**config.mk**
```make
export PLATFORM = sky130hd
export DESIGN_NAME = frame_energy_zero_crossing
export DESIGN_NICKNAME = d
export VERILOG_FILES = /design/src/rtl/fez_pkg.sv /design/src/rtl/frame_energy_zero_crossing.sv /design/src/rtl/fez_square.sv /design/src/rtl/fez_accum.sv
export SDC_FILE = /design/constraint.sdc
export NUM_CORES = 1
export LEC_CHECK = 0
export ABC_AREA = 1
export BUFFER_PORTS_ARGS = -buffer_cell sky130_fd_sc_hd__buf_2
export CAP_MARGIN = 25
export CORE_AREA = 2 2 188 190
export DETAILED_ROUTE_END_ITERATION = 8
export DIE_AREA = 0 0 190 192
export HOLD_SLACK_MARGIN = 0.1
export PLACE_DENSITY = 0.81
export SETUP_SLACK_MARGIN = 0.2
export SLEW_MARGIN = 20
export SYNTH_ARGS = -nofsm -noshare
export SYNTH_HDL_FRONTEND = slang
export SYNTH_SLANG_ARGS = --single-unit
```
**constraint.sdc**
```tcl
create_clock -name clock -period 8.04 [get_ports clock]
set_input_delay 0.804 -clock clock [delete_from_list [all_inputs] [get_ports clock]]
set_output_delay 0.804 -clock clock [all_outputs]
set_load 0.03 [all_outputs]
```
**src/rtl/fez_pkg.sv**
```systemverilog
package fez_pkg;

   localparam int SAMPLE_W = 16;
   localparam int SQUARE_W = 31;
   localparam int ENERGY_W = 41;
   localparam int CROSS_W = 10;
   localparam int FRAME_W = 32;
   localparam int CFG_W = 11;
   localparam int FRAME_LENGTH_RESET = 32;

   typedef struct packed {
      logic [SQUARE_W-1:0] square;
      logic                negative;
   } sq_item_type;

endpackage

```
**src/rtl/frame_energy_zero_crossing.sv**
```systemverilog
// Frame energy and zero-crossing counter for a stream of 16-bit audio samples.
// Input channel req_: one signed sample per item. Frames of frame_length
// samples follow back to back; the last sample of each frame produces one
// item on rsp_: frame number, sum of squares (saturating, 41 bits) and the
// count of sign changes inside the frame (zero counts as positive).
// csr_wr_en / csr_wr_data set the frame length; 0 acts as 1 and values above
// MAX_FRAME_LENGTH are clamped. Write it only while the block is idle.
// Throughput is one sample per cycle while results are taken. After the last
// sample of a frame is accepted into the input register, the squaring
// register loads it, then the accumulator loads the result register.
// Synchronous reset clears all sums, the frame number and the valid flags and
// restores a frame length of 32, or MAX_FRAME_LENGTH if that is smaller.
// When rsp_ready is low, samples keep flowing until one that ends a frame
// reaches the accumulator while the result register is still full; the
// pipeline then fills and req_ready drops.
module frame_energy_zero_crossing #(
   parameter int MAX_FRAME_LENGTH = 1024
) (
   input  logic                                clock,
   input  logic                                reset,
   input  logic                                req_valid,
   output logic                                req_ready,
   input  logic signed [fez_pkg::SAMPLE_W-1:0] req_sample,
   output logic                                rsp_valid,
   input  logic                                rsp_ready,
   output logic [fez_pkg::FRAME_W-1:0]         rsp_frame_number,
   output logic [fez_pkg::ENERGY_W-1:0]        rsp_energy,
   output logic [fez_pkg::CROSS_W-1:0]         rsp_zero_crossings,
   input  logic                                csr_wr_en,
   input  logic [fez_pkg::CFG_W-1:0]           csr_wr_data
);
   import fez_pkg::*;

   localparam int LEN_W = $clog2(MAX_FRAME_LENGTH) + 1;
   localparam int CMP_W = (LEN_W > CFG_W) ? LEN_W : CFG_W;
   localparam int LEN_RESET = (FRAME_LENGTH_RESET < MAX_FRAME_LENGTH) ?
                              FRAME_LENGTH_RESET : MAX_FRAME_LENGTH;

   logic [LEN_W-1:0] frame_len_ff, frame_len_in;
   logic [CMP_W-1:0] wr_wide;
   logic             sq_valid, sq_ready;
   sq_item_type      sq_item;

   assign wr_wide = CMP_W'(csr_wr_data);

   always_comb begin
      frame_len_in = frame_len_ff;
      if (csr_wr_en) begin
         if (wr_wide == '0) begin
            frame_len_in = LEN_W'(1);
         end else if (wr_wide > CMP_W'(MAX_FRAME_LENGTH)) begin
            frame_len_in = LEN_W'(MAX_FRAME_LENGTH);
         end else begin
            frame_len_in = wr_wide[LEN_W-1:0];
         end
      end
   end

   always_ff @(posedge clock) begin
      if (reset) begin
         frame_len_ff <= LEN_W'(LEN_RESET);
      end else begin
         frame_len_ff <= frame_len_in;
      end
   end

   fez_square u_square (
      .clock     (clock),
      .reset     (reset),
      .in_valid  (req_valid),
      .in_ready  (req_ready),
      .in_sample (req_sample),
      .out_valid (sq_valid),
      .out_ready (sq_ready),
      .out_item  (sq_item)
   );

   fez_accum #(
      .MAX_FRAME_LENGTH (MAX_FRAME_LENGTH),
      .LEN_W            (LEN_W)
   ) u_accum (
      .clock              (clock),
      .reset              (reset),
      .frame_len          (frame_len_ff),
      .in_valid           (sq_valid),
      .in_ready           (sq_ready),
      .in_item            (sq_item),
      .rsp_valid          (rsp_valid),
      .rsp_ready          (rsp_ready),
      .rsp_frame_number   (rsp_frame_number),
      .rsp_energy         (rsp_energy),
      .rsp_zero_crossings (rsp_zero_crossings)
   );

endmodule

```
**src/rtl/fez_square.sv**
```systemverilog
module fez_square (
   input  logic                          clock,
   input  logic                          reset,
   input  logic                          in_valid,
   output logic                          in_ready,
   input  logic signed [fez_pkg::SAMPLE_W-1:0] in_sample,
   output logic                          out_valid,
   input  logic                          out_ready,
   output fez_pkg::sq_item_type          out_item
);
   import fez_pkg::*;

   logic                       smp_valid_ff, smp_valid_in;
   logic signed [SAMPLE_W-1:0] smp_ff, smp_in;
   logic                       sq_valid_ff, sq_valid_in;
   sq_item_type                sq_ff, sq_in;
   logic                       sq_load;
   logic signed [2*SAMPLE_W-1:0] product;

   assign sq_load  = !sq_valid_ff || out_ready;
   assign in_ready = !smp_valid_ff || sq_load;
   assign product  = smp_ff * smp_ff;

   always_comb begin
      smp_valid_in = smp_valid_ff;
      smp_in       = smp_ff;
      sq_valid_in  = sq_valid_ff;
      sq_in        = sq_ff;
      if (sq_load) begin
         sq_valid_in     = smp_valid_ff;
         // a square of a 16-bit value never exceeds 2^30
         sq_in.square    = product[SQUARE_W-1:0];
         sq_in.negative  = smp_ff[SAMPLE_W-1];
      end
      if (in_ready) begin
         smp_valid_in = in_valid;
         smp_in       = in_sample;
      end
   end

   always_ff @(posedge clock) begin
      if (reset) begin
         smp_valid_ff <= 1'b0;
         sq_valid_ff  <= 1'b0;
      end else begin
         smp_valid_ff <= smp_valid_in;
         sq_valid_ff  <= sq_valid_in;
      end
      smp_ff <= smp_in;
      sq_ff  <= sq_in;
   end

   assign out_valid = sq_valid_ff;
   assign out_item  = sq_ff;

endmodule

```
**src/rtl/fez_accum.sv**
```systemverilog
module fez_accum #(
   parameter int MAX_FRAME_LENGTH = 1024,
   parameter int LEN_W = $clog2(MAX_FRAME_LENGTH) + 1
) (
   input  logic                         clock,
   input  logic                         reset,
   input  logic [LEN_W-1:0]             frame_len,
   input  logic                         in_valid,
   output logic                         in_ready,
   input  fez_pkg::sq_item_type         in_item,
   output logic                         rsp_valid,
   input  logic                         rsp_ready,
   output logic [fez_pkg::FRAME_W-1:0]  rsp_frame_number,
   output logic [fez_pkg::ENERGY_W-1:0] rsp_energy,
   output logic [fez_pkg::CROSS_W-1:0]  rsp_zero_crossings
);
   import fez_pkg::*;

   localparam int CNT_W = LEN_W - 1;

   logic [ENERGY_W-1:0] energy_ff, energy_in;
   logic [CROSS_W-1:0]  cross_ff, cross_in;
   logic [CNT_W-1:0]    count_ff, count_in;
   logic [FRAME_W-1:0]  frame_ff, frame_in;
   logic                last_neg_ff, last_neg_in;
   logic                have_last_ff, have_last_in;
   logic                rsp_valid_ff, rsp_valid_in;
   logic [FRAME_W-1:0]  rsp_frame_ff, rsp_frame_in;
   logic [ENERGY_W-1:0] rsp_energy_ff, rsp_energy_in;
   logic [CROSS_W-1:0]  rsp_cross_ff, rsp_cross_in;

   logic [ENERGY_W:0]   energy_sum;
   logic [ENERGY_W-1:0] energy_next;
   logic [CROSS_W-1:0]  cross_next;
   logic [LEN_W-1:0]    count_plus;
   logic                frame_end, out_free, take;

   assign count_plus = {1'b0, count_ff} + LEN_W'(1);
   assign frame_end  = count_plus >= frame_len;
   assign out_free   = !rsp_valid_ff || rsp_ready;
   assign in_ready   = !frame_end || out_free;
   assign take       = in_valid && in_ready;

   // all-ones is the saturation value, so a carry out means overflow
   assign energy_sum  = {1'b0, energy_ff} + (ENERGY_W + 1)'(in_item.square);
   assign energy_next = energy_sum[ENERGY_W] ? '1 : energy_sum[ENERGY_W-1:0];

   always_comb begin
      cross_next = cross_ff;
      if (have_last_ff && (last_neg_ff != in_item.negative) && (cross_ff != '1)) begin
         cross_next = cross_ff + CROSS_W'(1);
      end
   end

   always_comb begin
      energy_in     = energy_ff;
      cross_in      = cross_ff;
      count_in      = count_ff;
      frame_in      = frame_ff;
      last_neg_in   = last_neg_ff;
      have_last_in  = have_last_ff;
      rsp_valid_in  = rsp_valid_ff && !rsp_ready;
      rsp_frame_in  = rsp_frame_ff;
      rsp_energy_in = rsp_energy_ff;
      rsp_cross_in  = rsp_cross_ff;
      if (take) begin
         if (frame_end) begin
            rsp_valid_in  = 1'b1;
            rsp_frame_in  = frame_ff;
            rsp_energy_in = energy_next;
            rsp_cross_in  = cross_next;
            energy_in     = '0;
            cross_in      = '0;
            count_in      = '0;
            have_last_in  = 1'b0;
            frame_in      = frame_ff + FRAME_W'(1);
         end else begin
            energy_in     = energy_next;
            cross_in      = cross_next;
            count_in      = count_plus[CNT_W-1:0];
            have_last_in  = 1'b1;
         end
         last_neg_in = in_item.negative;
      end
   end

   always_ff @(posedge clock) begin
      if (reset) begin
         energy_ff    <= '0;
         cross_ff     <= '0;
         count_ff     <= '0;
         frame_ff     <= '0;
         last_neg_ff  <= 1'b0;
         have_last_ff <= 1'b0;
         rsp_valid_ff <= 1'b0;
      end else begin
         energy_ff    <= energy_in;
         cross_ff     <= cross_in;
         count_ff     <= count_in;
         frame_ff     <= frame_in;
         last_neg_ff  <= last_neg_in;
         have_last_ff <= have_last_in;
         rsp_valid_ff <= rsp_valid_in;
      end
      rsp_frame_ff  <= rsp_frame_in;
      rsp_energy_ff <= rsp_energy_in;
      rsp_cross_ff  <= rsp_cross_in;
   end

   assign rsp_valid          = rsp_valid_ff;
   assign rsp_frame_number   = rsp_frame_ff;
   assign rsp_energy         = rsp_energy_ff;
   assign rsp_zero_crossings = rsp_cross_ff;

endmodule

```
==> out/summary.txt <==
Status - complete, no violations
Top cells by area, synth - fa_1 (21%), edfxtp_1 (18%), nand2_1 (12%), inv_1 (10%), dfxtp_1 (10%)
Comb power frac - 0.716
Vias in the first global route - 17.30k
WL final - 50760 um
Post-cts sizing count - 0
Mapped Area - 0.02154 mm^2
WL per Instance - 15.85 um
DRC Markers - 0
Most common cell in the netlist - nand2_1
Clock slew at reported path FFs - 70 ps
Post-synthesis sequential area ratio - 0.2825
Vias per inst - 5.286
Clk Latency, worst-skew pair - 570 ps
Avg Inst Size Synth - 8.151 um^2
Layout Nets - 3122
Leak - 11.64 nW
Worst slew pin tran - 1034 ps
Number of different library cells in the post-synthesis netlist - 50
Setup WS pre-CTS - 1311 ps
Final ANT Viol Nets - 0
Sink Count - 239
Final Wtd Congestion - 0.9517
Total track usage - 0.2907
Synth top cells by count - nand2_1 (688), inv_1 (590), fa_1 (230), a21oi_1 (158), nor2_1 (147)
Initial antenna violation count - 0
Part of the power in registers - 0.174
Area of the multi-input gates - 0.01292 mm^2
CTS Buf Count - 26
Final Setup Violations - 0
Biggest area consumer among synthesized cells - fa_1
Setup TNS - 0 ps
Startpoint Class - flip-flop
Total die area - 0.03648 mm^2
Slew Limit Headroom - 0.3091
RSZ-0062 raised after global routing - no
Crit Path Class - flip-flop to flip-flop
Vias - 16.93k
H-tree Lvls - 1
Arr. time, crit path - 7050 ps
Syn_nets - 3037
Fmax - 148.4 MHz
FFs w/ async S/R, synth - 0
CTS Buffer Depth - 3
Core area - 0.03429 mm^2
Top cell type's share of synthesized area - 0.2137
I/O pin count - 117
CP max FO - 23
Number of I/O port buffers - 116
Pwr/cell area - 464.9 mW/mm^2
Hold_buf cts - 0
Worst setup EP type - flip-flop
Min cycle time layout - 6738 ps
# rows - 68
Int Pwr - 5.416 mW
Detailed placement HPWL - 40920 um
Net load switching power - 5.420 mW
Post-route setup slack - 1302 ps
Peak supply drop - 472.3 uV
CTS tree - yes
Syn Inst Count - 2643
Fillers - 2758
Post-synthesis register bit count - 239
Initial DRC count - 1047
Largest net degree at the start of global routing - 67
Sw Share - 0.5002
Area Growth Syn to Fin - 8.190%
Worst Hold Class - input pin to flip-flop
Clk root buf - clkbuf_16
Reg area - 0.006086 mm^2
N_diodes - 0
Drt pass-1 iters - 7
Period utilization - 0.8381
Post-synth EDFFs - 130
DIE WIDTH - 190 um
Clock skew - 22.53 ps
Max Slew Vio Count - 0
Max-cap violations - 0
Clock Power Share - 0.110
Final hold violations - 0
WP data required - 8350 ps
Die Y - 192 um
Initial Utilization - 0.6283
# Post-CTS Setup Buffers - 0
Total grt overflow - 0
Layout cells sized above 1 - 0.09571
Main synth FF type - edfxtp_1
First-pass GRT wire length - 84930 um
Ys Warns - 0
-- flip-flops by register name, summed over array words and instances, names as in the netlist, 10 cells and up --
name                        cells
u_accum.energy_ff              41
u_accum.rsp_energy             41
u_accum.frame_ff               32
u_accum.rsp_frame_number       32
u_square.out_item              31
u_square.smp_ff                16
frame_len_ff                   11
u_accum.count_ff               10
u_accum.cross_ff               10
u_accum.rsp_zero_crossings     10
-- per-layer routing --
layer,wire (um),vias up,GRT usage
met3,2982,114,0.02997
li1,-,8233,-
met5,0,-,0
met2,23880,590,0.4938
met1,22390,7993,0.3973
met4,1509,0,0.08497
-- final timing paths --
kind	startpoint	endpoint	slack, ps	cells past startpoint
setup / recovery	u_square.smp_ff[15]	u_square.out_item[29]	1300	24
hold / removal	req_sample[5]	u_square.smp_ff[5]	420	1
setup reg to reg	u_square.smp_ff[15]	u_square.out_item[29]	1300	24
hold reg to reg	u_square.smp_valid_ff	u_square.out_valid	450	2
-- layout make-up --
class                      count  share of cell area
clock inverter                18            0.007140
inverter                     598             0.09642
multi-input combinational   1741              0.5545
sequential                   239              0.2611
timing repair buffer         122             0.02695
tap                          455             0.02443
clock buffer                  30             0.02942
-- stage by stage --
step / util / hold slack, ps / instance area [um^2] / power, mW / cells
after floorplan: - / 424.4 / 21540 / 7.848 / 2643
after global placement: 0.6549 / 439.6 / 22450 / 9.627 / 3155
after detailed placement: 0.6549 / 444.8 / 22450 / 9.685 / 3155
after CTS: 0.6797 / 387.8 / 23310 / 10.92 / 3203
after global routing: 0.6797 / 400.5 / 23310 / 12.09 / 3203
final: 0.6797 / 416.2 / 23310 / 10.84 / 3203
-- power groups by stage --
| stage | logic (mW) | registers (mW) | clock network, mW |
|---|---|---|---|
| after detailed placement | 7.78 | 1.91 | 0 |
| after CTS | 7.82 | 1.88 | 1.22 |
| after global placement | 7.73 | 1.90 | 0 |
| after floorplan | 5.99 | 1.86 | 0 |
| final | 7.76 | 1.89 | 1.19 |
| after global routing | 8.94 | 1.89 | 1.26 |
-- worst max-delay path, cell delays in order (launching register included) --
cell and delay, ps:
edfxtp_1 880, clkinv_1 530, nor2_1 270, fa_1 460, fa_1 550, inv_1 60, fa_1 530, inv_1 50
fa_1 510, fa_1 550, inv_1 50, fa_1 530, inv_1 40, ha_1 340, nand2_1 150, inv_1 60
nand2_1 80, inv_1 40, a21oi_1 150, nand3_1 210, a21o_1 240, nand2_1 80, nand2_1 50, nand2_1 50
nand2_1 40
-- cells by family after synthesis --
logic type                 count (synthesis)  share of synthesized area
adders and majority gates                362                     0.2904
and+or+nand+nor                         1044                     0.2077
DFF                                      239                     0.2825
buffers and inverters                    663                     0.1178
AOI/OAI and AO/OA                        241                    0.06337
xor gates and xnor gates                  94                    0.03822
-- cells in the final DEF (no fill, tap or decap), types with 7 or more instances in the layout --
master and n:
clkbuf_16 26, nand3_2 16, buf_4 7, a21oi_2 14, clkinv_2 8, nor4_1 12, fa_1 230, buf_2 115
dfxtp_1 109, ha_1 132, nand2_1 688, inv_1 590, xnor2_1 26, a21oi_1 158, or2_2 7, nand4_1 24
o21ai_0 34, xor2_1 68, or2_4 10, o21bai_1 9, nand2_2 24, edfxtp_1 130, nand3_1 62, nor2_1 147
nor3_1 27
(Power assumes the default switching activity.)
